## src/design/chd_pkg.sv

```systemverilog
// ----------------------------------------------------------------------------
// Chunked body decoder package
// Types and character constants shared by the front end, the back end and
// the top level of the chunked body decoder.
// ----------------------------------------------------------------------------
package chd_pkg;

   localparam logic [7:0] CH_CR  = 8'h0D;
   localparam logic [7:0] CH_LF  = 8'h0A;
   localparam logic [7:0] CH_SP  = 8'h20;
   localparam logic [7:0] CH_TAB = 8'h09;

   // Bits per hex digit of the size line.
   localparam int HEX_DIGIT_BITS = 4;

   localparam int COUNT_BITS = 32;

   typedef enum logic [2:0] {
      PH_START    = 3'd0,
      PH_LEAD     = 3'd1,
      PH_DIGITS   = 3'd2,
      PH_REST     = 3'd3,
      PH_DATA     = 3'd4,
      PH_AFTER    = 3'd5,
      PH_AFTER_CR = 3'd6,
      PH_DONE     = 3'd7
   } phase_type;

   typedef enum logic [1:0] {
      END_NONE      = 2'd0,
      END_COMPLETE  = 2'd1,
      END_TRUNCATED = 2'd2
   } end_kind_type;

   // One raw byte after classification by the front end.
   typedef struct packed {
      logic [7:0] data;
      logic       last;
      logic       is_hex;
      logic [3:0] hex_val;
      logic       is_blank;
      logic       is_cr;
      logic       is_lf;
   } class_type;

   // One result item as it waits in the result queue.
   typedef struct packed {
      logic [7:0]            byte_out;
      logic                  has_byte;
      end_kind_type          end_kind;
      logic [COUNT_BITS-1:0] body_length;
   } rsp_type;

endpackage

```

## src/design/chd_fifo.sv

```systemverilog
// ----------------------------------------------------------------------------
// Chunked body decoder queue
// Small first-in first-out queue of registers with push/full and pop/empty
// sides; a push and a pop may happen in the same cycle.
// ----------------------------------------------------------------------------
module chd_fifo #(
   parameter int WIDTH      = 8,
   parameter int DEPTH_LOG2 = 1
) (
   input  logic             clock,
   input  logic             reset,
   input  logic             push,
   input  logic [WIDTH-1:0] wr_data,
   output logic             full,
   input  logic             pop,
   output logic [WIDTH-1:0] rd_data,
   output logic             empty
);

   localparam int DEPTH = 1 << DEPTH_LOG2;

   logic [WIDTH-1:0]      mem_ff [DEPTH];
   logic [DEPTH_LOG2-1:0] wr_ptr_ff, wr_ptr_in;
   logic [DEPTH_LOG2-1:0] rd_ptr_ff, rd_ptr_in;
   logic [DEPTH_LOG2:0]   count_ff, count_in;
   logic                  do_push;
   logic                  do_pop;

   assign full    = (count_ff == (DEPTH_LOG2 + 1)'(DEPTH));
   assign empty   = (count_ff == '0);
   assign rd_data = mem_ff[rd_ptr_ff];
   assign do_push = push && !full;
   assign do_pop  = pop && !empty;

   always_comb begin
      wr_ptr_in = do_push ? wr_ptr_ff + 1'b1 : wr_ptr_ff;
      rd_ptr_in = do_pop ? rd_ptr_ff + 1'b1 : rd_ptr_ff;
      count_in  = count_ff;
      if (do_push && !do_pop) begin
         count_in = count_ff + 1'b1;
      end else if (do_pop && !do_push) begin
         count_in = count_ff - 1'b1;
      end
   end

   always_ff @(posedge clock) begin
      if (reset) begin
         wr_ptr_ff <= '0;
         rd_ptr_ff <= '0;
         count_ff  <= '0;
      end else begin
         wr_ptr_ff <= wr_ptr_in;
         rd_ptr_ff <= rd_ptr_in;
         count_ff  <= count_in;
      end
   end

   always_ff @(posedge clock) begin
      if (do_push) begin
         mem_ff[wr_ptr_ff] <= wr_data;
      end
   end

endmodule

```

## src/design/chd_front.sv

```systemverilog
// ----------------------------------------------------------------------------
// Chunked body decoder front end
// Classifies each incoming byte (hex digit and its value, blank, CR, LF) so
// the back end only has to follow its state machine.
// ----------------------------------------------------------------------------
module chd_front
   import chd_pkg::*;
(
   input  logic [7:0] byte_in,
   input  logic       last_byte,
   output class_type  item
);

   always_comb begin
      item.data     = byte_in;
      item.last     = last_byte;
      item.is_hex   = 1'b0;
      item.hex_val  = 4'd0;
      item.is_blank = (byte_in == CH_SP) || (byte_in == CH_TAB);
      item.is_cr    = (byte_in == CH_CR);
      item.is_lf    = (byte_in == CH_LF);
      if (byte_in inside {[8'h30:8'h39]}) begin
         item.is_hex  = 1'b1;
         item.hex_val = byte_in[3:0];
      end else if (byte_in inside {[8'h41:8'h46], [8'h61:8'h66]}) begin
         // Upper and lower case letters share the low bits: A is 0x41, a is 0x61.
         item.is_hex  = 1'b1;
         item.hex_val = byte_in[3:0] + 4'd9;
      end
   end

endmodule

```

## src/design/chd_back.sv

```systemverilog
// ----------------------------------------------------------------------------
// Chunked body decoder back end
// Runs the size line and payload state machine on classified bytes and
// builds the result items.
// ----------------------------------------------------------------------------
module chd_back
   import chd_pkg::*;
#(
   parameter int SIZE_BITS = 32
) (
   input  logic      clock,
   input  logic      reset,
   input  class_type in_item,
   input  logic      in_valid,
   output logic      in_pop,
   output rsp_type   out_item,
   output logic      out_push,
   input  logic      out_full
);

   phase_type             phase_ff, phase_in;
   logic [SIZE_BITS-1:0]  acc_ff, acc_in;
   logic [SIZE_BITS-1:0]  rem_ff, rem_in;
   logic                  saw_cr_ff, saw_cr_in;
   logic [COUNT_BITS-1:0] count_ff, count_in;

   logic                  take;
   logic                  emit;
   logic                  lb_en;
   phase_type             lb_phase;
   logic                  lb_saw;
   logic [SIZE_BITS-1:0]  acc_add;
   logic [SIZE_BITS-1:0]  rem_dec;

   assign take   = in_valid && !out_full;
   assign in_pop = take;

   // Shift in one hex digit; saturate once the top digit is already in use.
   assign acc_add = (|acc_ff[SIZE_BITS-1 -: HEX_DIGIT_BITS]) ? '1 :
                    {acc_ff[SIZE_BITS-HEX_DIGIT_BITS-1:0], in_item.hex_val};
   assign rem_dec = (rem_ff != '0) ? rem_ff - 1'b1 : rem_ff;

   // Next state.
   always_comb begin
      phase_in  = phase_ff;
      acc_in    = acc_ff;
      rem_in    = rem_ff;
      saw_cr_in = saw_cr_ff;
      count_in  = count_ff;
      emit      = 1'b0;
      lb_en     = 1'b0;
      lb_phase  = phase_ff;
      lb_saw    = saw_cr_ff;
      case (phase_ff)
         PH_DATA: begin
            emit = 1'b1;
            if (count_ff != '1) begin
               count_in = count_ff + 1'b1;
            end
            rem_in = rem_dec;
            if (rem_dec == '0) begin
               phase_in = PH_AFTER;
            end
         end
         PH_AFTER: begin
            if (in_item.is_cr) begin
               phase_in = PH_AFTER_CR;
            end else begin
               lb_en    = 1'b1;
               lb_phase = PH_START;
            end
         end
         PH_AFTER_CR: begin
            if (in_item.is_lf) begin
               phase_in = PH_START;
            end else begin
               // A lone CR counts as a leading blank of the next size line.
               lb_en    = 1'b1;
               lb_phase = PH_LEAD;
               lb_saw   = 1'b0;
            end
         end
         PH_DONE: begin
         end
         default: begin
            lb_en = 1'b1;
         end
      endcase

      if (lb_en) begin
         phase_in = lb_phase;
         if (in_item.is_lf && lb_saw) begin
            saw_cr_in = 1'b0;
            if (acc_ff == '0) begin
               phase_in = PH_DONE;
            end else begin
               rem_in   = acc_ff;
               acc_in   = '0;
               phase_in = PH_DATA;
            end
         end else begin
            saw_cr_in = in_item.is_cr;
            if (lb_phase == PH_START || lb_phase == PH_LEAD) begin
               if (in_item.is_blank) begin
                  phase_in = PH_LEAD;
               end else if (in_item.is_hex) begin
                  acc_in   = acc_add;
                  phase_in = PH_DIGITS;
               end else begin
                  phase_in = PH_REST;
               end
            end else if (lb_phase == PH_DIGITS) begin
               if (in_item.is_hex) begin
                  acc_in = acc_add;
               end else begin
                  phase_in = PH_REST;
               end
            end
         end
      end
   end

   // Result item.
   always_comb begin
      out_push             = take && (emit || in_item.last);
      out_item.byte_out    = emit ? in_item.data : 8'd0;
      out_item.has_byte    = emit;
      out_item.body_length = count_in;
      out_item.end_kind    = END_NONE;
      if (in_item.last) begin
         if (phase_in == PH_START || phase_in == PH_AFTER ||
             phase_in == PH_AFTER_CR || phase_in == PH_DONE) begin
            out_item.end_kind = END_COMPLETE;
         end else begin
            out_item.end_kind = END_TRUNCATED;
         end
      end
   end

   always_ff @(posedge clock) begin
      if (reset) begin
         phase_ff  <= PH_START;
         acc_ff    <= '0;
         rem_ff    <= '0;
         saw_cr_ff <= 1'b0;
         count_ff  <= '0;
      end else if (take) begin
         if (in_item.last) begin
            // The buffer ends here; the next byte starts a new body.
            phase_ff  <= PH_START;
            acc_ff    <= '0;
            rem_ff    <= '0;
            saw_cr_ff <= 1'b0;
            count_ff  <= '0;
         end else begin
            phase_ff  <= phase_in;
            acc_ff    <= acc_in;
            rem_ff    <= rem_in;
            saw_cr_ff <= saw_cr_in;
            count_ff  <= count_in;
         end
      end
   end

endmodule

```

## src/design/http_chunked_body_decoder.sv

```systemverilog
// ----------------------------------------------------------------------------
// HTTP chunked body decoder
// Strips the chunk framing of an HTTP/1.1 chunked body, byte by byte, and
// passes on the payload bytes with a running length and an end report.
// ----------------------------------------------------------------------------
// The decoder takes one raw body byte per item and sustains one item per
// clock cycle as long as results are popped as they arrive. An accepted
// byte waits in the input queue; the back end takes it out once the result
// queue has room and writes its result into the result queue, from which
// it can be popped. The rate is set by the back end's state machine, which
// looks at one byte per cycle when the result queue has room, and the
// two-entry queues on both sides let the input keep flowing while a
// result waits to be popped. Each chunk starts with a size line: spaces and
// tabs are skipped, hex digits are collected (a size too large for SIZE_BITS
// saturates to all ones), the rest of the line is ignored up to CR LF, and the
// payload bytes that follow are emitted one result item each. An optional
// CR LF after the payload is skipped. A size line without digits, or a size
// of zero, ends the body; later bytes are dropped until the byte flagged
// last_byte. That byte always yields a result whose end_kind tells whether the
// body ended cleanly (at a chunk boundary or after the zero chunk) or was
// cut mid-line or mid-chunk; bytes of a cut chunk have already been emitted.
// After it the decoder starts fresh on the next body. body_length is the
// count of payload bytes so far, saturating at all ones. Framing bytes that
// end nothing produce no result item.
module http_chunked_body_decoder
   import chd_pkg::*;
#(
   parameter int SIZE_BITS = 32
) (
   input  logic                  clock,
   input  logic                  reset,
   input  logic [7:0]            req_byte_in,
   input  logic                  req_last_byte,
   input  logic                  push,
   output logic                  full,
   output logic [7:0]            rsp_byte_out,
   output logic                  rsp_has_byte,
   output logic [1:0]            rsp_end_kind,
   output logic [COUNT_BITS-1:0] rsp_body_length,
   output logic                  empty,
   input  logic                  pop
);

   class_type front_item;
   class_type mid_item;
   logic      mid_empty;
   logic      mid_pop;
   rsp_type   back_item;
   logic      back_push;
   logic      out_full;
   rsp_type   out_item;

   // Front end: classify the raw byte on its way into the input queue.
   chd_front u_front (
      .byte_in   (req_byte_in),
      .last_byte (req_last_byte),
      .item      (front_item)
   );

   chd_fifo #(
      .WIDTH      ($bits(class_type)),
      .DEPTH_LOG2 (1)
   ) u_mid_queue (
      .clock   (clock),
      .reset   (reset),
      .push    (push),
      .wr_data (front_item),
      .full    (full),
      .pop     (mid_pop),
      .rd_data (mid_item),
      .empty   (mid_empty)
   );

   // Back end: framing state machine, one byte per cycle when it may proceed.
   chd_back #(
      .SIZE_BITS (SIZE_BITS)
   ) u_back (
      .clock    (clock),
      .reset    (reset),
      .in_item  (mid_item),
      .in_valid (!mid_empty),
      .in_pop   (mid_pop),
      .out_item (back_item),
      .out_push (back_push),
      .out_full (out_full)
   );

   chd_fifo #(
      .WIDTH      ($bits(rsp_type)),
      .DEPTH_LOG2 (1)
   ) u_out_queue (
      .clock   (clock),
      .reset   (reset),
      .push    (back_push),
      .wr_data (back_item),
      .full    (out_full),
      .pop     (pop),
      .rd_data (out_item),
      .empty   (empty)
   );

   assign rsp_byte_out    = out_item.byte_out;
   assign rsp_has_byte    = out_item.has_byte;
   assign rsp_end_kind    = out_item.end_kind;
   assign rsp_body_length = out_item.body_length;

   // The back end never hands a result to a full result queue.
   assert property (@(posedge clock) disable iff (reset) back_push |-> !out_full)
      else $error("result pushed into a full result queue");

   // Every result item carries either a payload byte or an end report.
   assert property (@(posedge clock) disable iff (reset)
      !empty |-> (rsp_has_byte || rsp_end_kind != END_NONE))
      else $error("result item with neither byte nor end report");

   // A result without a payload byte shows a zero byte.
   assert property (@(posedge clock) disable iff (reset)
      (!empty && !rsp_has_byte) |-> (rsp_byte_out == 8'd0))
      else $error("framing result with a nonzero byte");

   // Right after reset nothing waits on the result side.
   assert property (@(posedge clock) disable iff (reset) $past(reset) |-> empty)
      else $error("result present right after reset");

endmodule
```

## config.mk

```make
export PLATFORM = sky130hd
export DESIGN_NAME = http_chunked_body_decoder
export DESIGN_NICKNAME = d
export VERILOG_FILES = /design/src/design/chd_pkg.sv /design/src/design/chd_fifo.sv /design/src/design/chd_front.sv /design/src/design/chd_back.sv /design/src/design/http_chunked_body_decoder.sv
export SDC_FILE = /design/constraint.sdc
export NUM_CORES = 1
export LEC_CHECK = 0
export BUFFER_PORTS_ARGS = -buffer_cell sky130_fd_sc_hd__buf_2
export CORE_UTILIZATION = 55
export DETAILED_ROUTE_END_ITERATION = 6
export PLACE_DENSITY = 0.76
export SLEW_MARGIN = 15
export SYNTH_ARGS = -nofsm -noshare
export SYNTH_HDL_FRONTEND = slang
export SYNTH_SLANG_ARGS = --single-unit
```

## constraint.sdc

```tcl
create_clock -name clock -period 4.2 [get_ports clock]
set_input_delay 0.21 -clock clock [delete_from_list [all_inputs] [get_ports clock]]
set_output_delay 0.21 -clock clock [all_outputs]
set_load 0.01 [all_outputs]
```

Word level (Yosys, flattened, before mapping)
Memory sizes are Yosys's and may differ from the RTL's. A register that Yosys moved wholly into a read port is not among the register bits. Index checks and enable logic that the tools add are counted.

Flip-flop bits (word level): 108. Memories: 2. Memory bits (writable): 120. Input port bits: 13. Logic and storage cells: 152.

Mux-type cells: 60. Reduce and logical (&&, ||, !) cells: 44. Magnitude comparators: 6. $add $sub $neg: 11. Equal/unequal tests: 18.

Memory list: u_out_queue.mem_ff (words 2, bits a word 43, rd ports 1, clocked after Yosys merged registers in 1, wr ports 1, line chd_fifo.sv:22) `logic [WIDTH-1:0] mem_ff [DEPTH];`; u_mid_queue.mem_ff (words 2, bits a word 17, rd ports 1, clocked after Yosys merged registers in 1, wr ports 1, line chd_fifo.sv:22).

Operators with widths (count): $mux 32 (18); $logic_not 32->1 (2); $mux 3 (12); $add 32x1->32 const B (1); $ne 32x32->1 const B (1); $reduce_bool 32->1 (1); $sub 32x1->32 const B (1); $eq 8x4->1 const B (3); $eq 3x3->1 const B (7); $mux 1 (17); $ge 8x7->1 const B (2); $le 8x7->1 const B (2); $logic_and 1x1->1 (14); $mux 2 (7); $mux 5 (2); $pmux 3 s3 (1); $eq 8x6->1 const B (1); $ge 8x6->1 const B (1); $le 8x6->1 const B (1); $logic_not 1->1 (8); $mux 8 (1); $reduce_bool 2->1 (4); $logic_not 3->1 (2); $logic_or 1x1->1 (6); other kinds (17) (24).

Logic depth before layout (Yosys ltp)
Depth in word-level cells: 13. Mapped depth: 11.

Modules after synthesis
A second synthesis with hierarchy kept.

Cells, all modules: 1180. Area, all modules: 11564.8 µm².

By module, submodules not included: chd_back (seq. area each 2001.9 µm², area an instance 6482.5 µm², cells each 895, instances 1); chd_fifo (u_out_queue) (seq. area each 2682.6 µm², area an instance 3309.4 µm², cells each 159, instances 1); chd_fifo (u_mid_queue) (seq. area each 1121.1 µm², area an instance 1442.6 µm², cells each 78, instances 1); chd_front (seq. area each 0.0 µm², area an instance 326.6 µm², cells each 47, instances 1); http_chunked_body_decoder (seq. area each 0.0 µm², area an instance 3.8 µm², cells each 1, instances 1).

Least setup slack after synthesis
Ideal clock, no wire load.

Kind: register -> register. Start: register u_back.phase_ff[2]. End: memory u_out_queue.mem_ff[0][0] (netlist bit) (enable). Stages on the path, launching flop included: 7. Slack: 0.353 ns. Library setup time: 0.449 ns. Arrival: 3.398 ns. Path through: dfxtp_1 > nor2b_1 > nand2b_1 > clkbuf_1 > buf_1 > a21oi_1 > nor2b_1.

Longest elaborated chain between the ends: 7.

Ends and longest elaborated chain: from (decl) (line chd_back.sv:21) `phase_type phase_ff, phase_in;`; from (signal assigned) (line chd_back.sv:156) `phase_ff <= phase_in;`; $eq 3x3->1 (line chd_back.sv:54) `case (phase_ff)`; $mux 1 (line chd_back.sv:54); $logic_or 1x1->1 (line chd_back.sv:125) `out_push = take && (emit || in_item.last);`; $logic_and 1x1->1 (line chd_back.sv:125); $logic_and 1x1->1 (line chd_fifo.sv:32) `assign do_push = push && !full;`; named net u_out_queue.do_push (line chd_fifo.sv:26) `logic do_push;`; $mux 1 (line chd_fifo.sv:59) `if (do_push) begin`; $mux 1 (implied by the code) (line chd_fifo.sv:60) `mem_ff[wr_ptr_ff] <= wr_data;`; to (decl) (line chd_fifo.sv:22).

The timed path passes the listed nets, and every way through them passes these cells.

==> flow_summary.ini <==
[power_and_ir_drop]
p_leak_nw = 4.52
pwr-share-seq_pct = 42.2
max-vdd-ir-drop_v = 0.000488
p_sw_share_pct = 30.9
p_per_area_mw_per_mm2 = 534
p_clk_share_pct = 33.8
p_int_mw = 4.66
power_frac_comb_pct = 24.0
power_switching_mw = 2.08

[floorplan]
design.core.area_mm2 = 0.0197
dieWidth_um = 145
die_area_mm2 = 0.0209
die-height_um = 145
io_pins = 58
start_util_pct = 56.8
rows = 51

[yosys]
synth_seq_cells = 230
syn_nets = 1164
synth_top_cell_by_area = edfxtp_1
syn_area_mm2 = 0.0112
synth_cells = 1141
yosysMostFrequentCell = nor2_1
avgSynthCellArea_um2 = 9.79
async_reset_ff_share_pct = 0
yosys-top-cells-area = edfxtp_1, dfxtp_1, nor2_1
ys_seq_area_share_pct = 52.0
synth_edf_count = 120
ys.flop_type = edfxtp_1
ys_top_cells_by_count = nor2_1, edfxtp_1, dfxtp_1
synth_top_area_share_pct = 32.3
ys_warn_count = 0
synth_cell_types = 78

[cts]
path_clk_slew_ns = 0.06
cts_tree = built
cts_resized = 0
hold_buffers = 9
post_cts_buffers = 0
cts_max_path_buffers = 3
numClockSinks = 230
numCtsBuffers = 26
htreeDepth = 1
root_buffer = clkbuf_16
clock_latency_ns = 0.53

[cells_and_area]
fill_cells = 1653
fin_area_mm2 = 0.0126
drive_gt1_share_pct = 15.8
fin_nets = 1206
area_delta_synth_final_pct = 13.0
layoutNonFillerInstCount = 1468
n_antenna_cell = 0

[critical_path]
required_ns = 4.44
endpoint_kind = flip-flop
worstPathMaxFanout = 7
critical_path_arrival_ns = 3.62
start_kind = flip-flop
crit_type = flip-flop to flip-flop

[sta]
min_period_over_period_pct = 80.6
drv_slew = 0
fin_skew_ns = 0.0172
worstMarginPinSlew_ns = 1.05
slew_headroom_pct = 29.7
period_needed_ns = 3.38
hold_viol_final = 0
setup-violations-final = 0
rsz0062_at_grt = no
max_freq_mhz = 296
fin_tns_setup_ns = 0

[global_route]
grt_max_degree = 65
grt_usage_pct = 26.9
antenna_found_initial = 0
grt_overflow_total = 0
grt_pass1_wl_mm = 43.7
grt_pass1_vias = 8585

[detailed_routing]
firstDrtPassIters = 5
totalWireLength_mm = 27.2
drc = 0
dr_total_vias = 8981
avgViaCountPerCell = 6.12
drt-wirelength-per-cell_um = 18.5
drt_iter0_markers = 764
ant_nets = 0

[placed_design]
place_hpwl_mm = 18.0
gp_congestion = 0.952
io_buffers = 57
place_area_mm2 = 0.0116
place_inst = 1411

[status]
outcome = completed

[min_path]
hp-class = primary input to flip-flop

[run]
drv_cap = 0
==> final timing paths <==
path / startpoint / to / slack [ns] / cells past startpoint
setup reg to reg: u_back.rem_ff[0] / u_out_queue.mem_ff[0][33] / 0.82 / 11
hold reg to reg: u_back.count_ff[17] / u_back.count_ff[17] / 0.50 / 2
setup / recovery: u_back.rem_ff[0] / u_out_queue.mem_ff[0][33] / 0.82 / 11
hold / removal: pop / flip-flop / 0.13 / 4
==> layout make-up <==
cell class                      instances  area, um2  share of cell area, %
Timing Repair Buffer                   84        510                   4.05
Tap cell                              265        332                   2.63
Clock buffer                           40        807                   6.40
Clock inverter                          8       77.6                  0.615
Multi-Input combinational cell        826       5030                   39.8
Sequential cell                       230       5810                   46.0
Inverter                               15       56.3                  0.446
==> cells in the final DEF (no fill, tap or decap), types with 9 or more instances in the layout <==
cell,Yosys,layout
nor2_1,162,162
edfxtp_1,120,120
dfxtp_1,110,109
o21ai_0,106,106
a21oi_1,87,87
nand2_1,77,77
buf_2,8,57
mux2_2,46,46
nor3_1,37,37
clkbuf_16,0,28
xnor2_1,27,27
nand3_1,25,25
a22oi_1,21,21
xor2_1,20,20
nor4_1,18,18
buf_4,1,18
mux2i_1,16,16
nand4_1,15,15
inv_1,14,14
nand2b_1,12,12
and3_1,12,12
or3_1,12,12
a31oi_1,12,12
a22o_1,10,10
ha_1,10,10
dlygate4sd3_1,0,9
==> state kept, by name (all words and copies together) (netlist names), named ones only <==
signal and count:
u_back.acc_ff 32, u_out_queue.count_ff 2, u_back.phase_ff 3, u_back.rem_ff 32, u_back.saw_cr_ff 1, u_mid_queue.count_ff 2
u_out_queue.mem_ff 86, u_mid_queue.mem_ff 34, u_out_queue.wr_ptr_ff 1, u_mid_queue.wr_ptr_ff 1, u_mid_queue.rd_ptr_ff 1, u_back.count_ff 32
u_out_queue.rd_ptr_ff 1
==> critical path, cell delays in order, from the launching register on <==
cell,delay [ns]
dfxtp_1,0.37
inv_1,0.13
ha_1,0.29
nor3b_1,0.21
buf_4,0.17
nand4_1,0.26
o31ai_1,0.30
nand2_1,0.08
a2111oi_0,0.64
nand4_1,0.19
nor3_2,0.30
a21oi_1,0.15
==> power by group through the flow <==
stage                     clock, mW  sequential, mW  combinational, mW
after floorplan                   0            2.81               1.13
after global placement            0            2.87               1.57
after detailed placement          0            2.89               1.60
after CTS                      2.30            2.84               1.62
after global routing           2.39            2.88               1.77
final                          2.28            2.84               1.62
==> layer usage <==
| layer | global-route usage (%) | part of all wire, % | vias to the layer above |
|---|---|---|---|
| li1 | - | - | 4273 |
| met4 | 10.7 | 3.5 | 0 |
| met3 | 4.04 | 6.5 | 69 |
| met1 | 35.0 | 41 | 4331 |
| met2 | 45.1 | 49 | 308 |
| met5 | 0 | 0 | - |
==> cell families after synthesis <==
group           share of synthesized area [%]
mux                                      6.17
xor+xnor                                 3.69
simple gates                             18.1
compound gates                           15.9
fa+ha+maj                                1.12
flops                                    52.0
buf+inv                                  3.11
==> metrics by stage <==
stage	hold WS (ns)	total power, mW	util (%)	worst slack (ns)
CTS	0.123	6.77	64.2	0.828
finish	0.129	6.74	64.2	0.817
detailed placement	0.405	4.49	59.2	0.866
floorplan	0.309	3.94	-	0.353
global placement	0.416	4.44	59.2	0.852
global route	0.144	7.03	64.2	0.615
No activity file was read; power rests on OpenSTA's default activity.
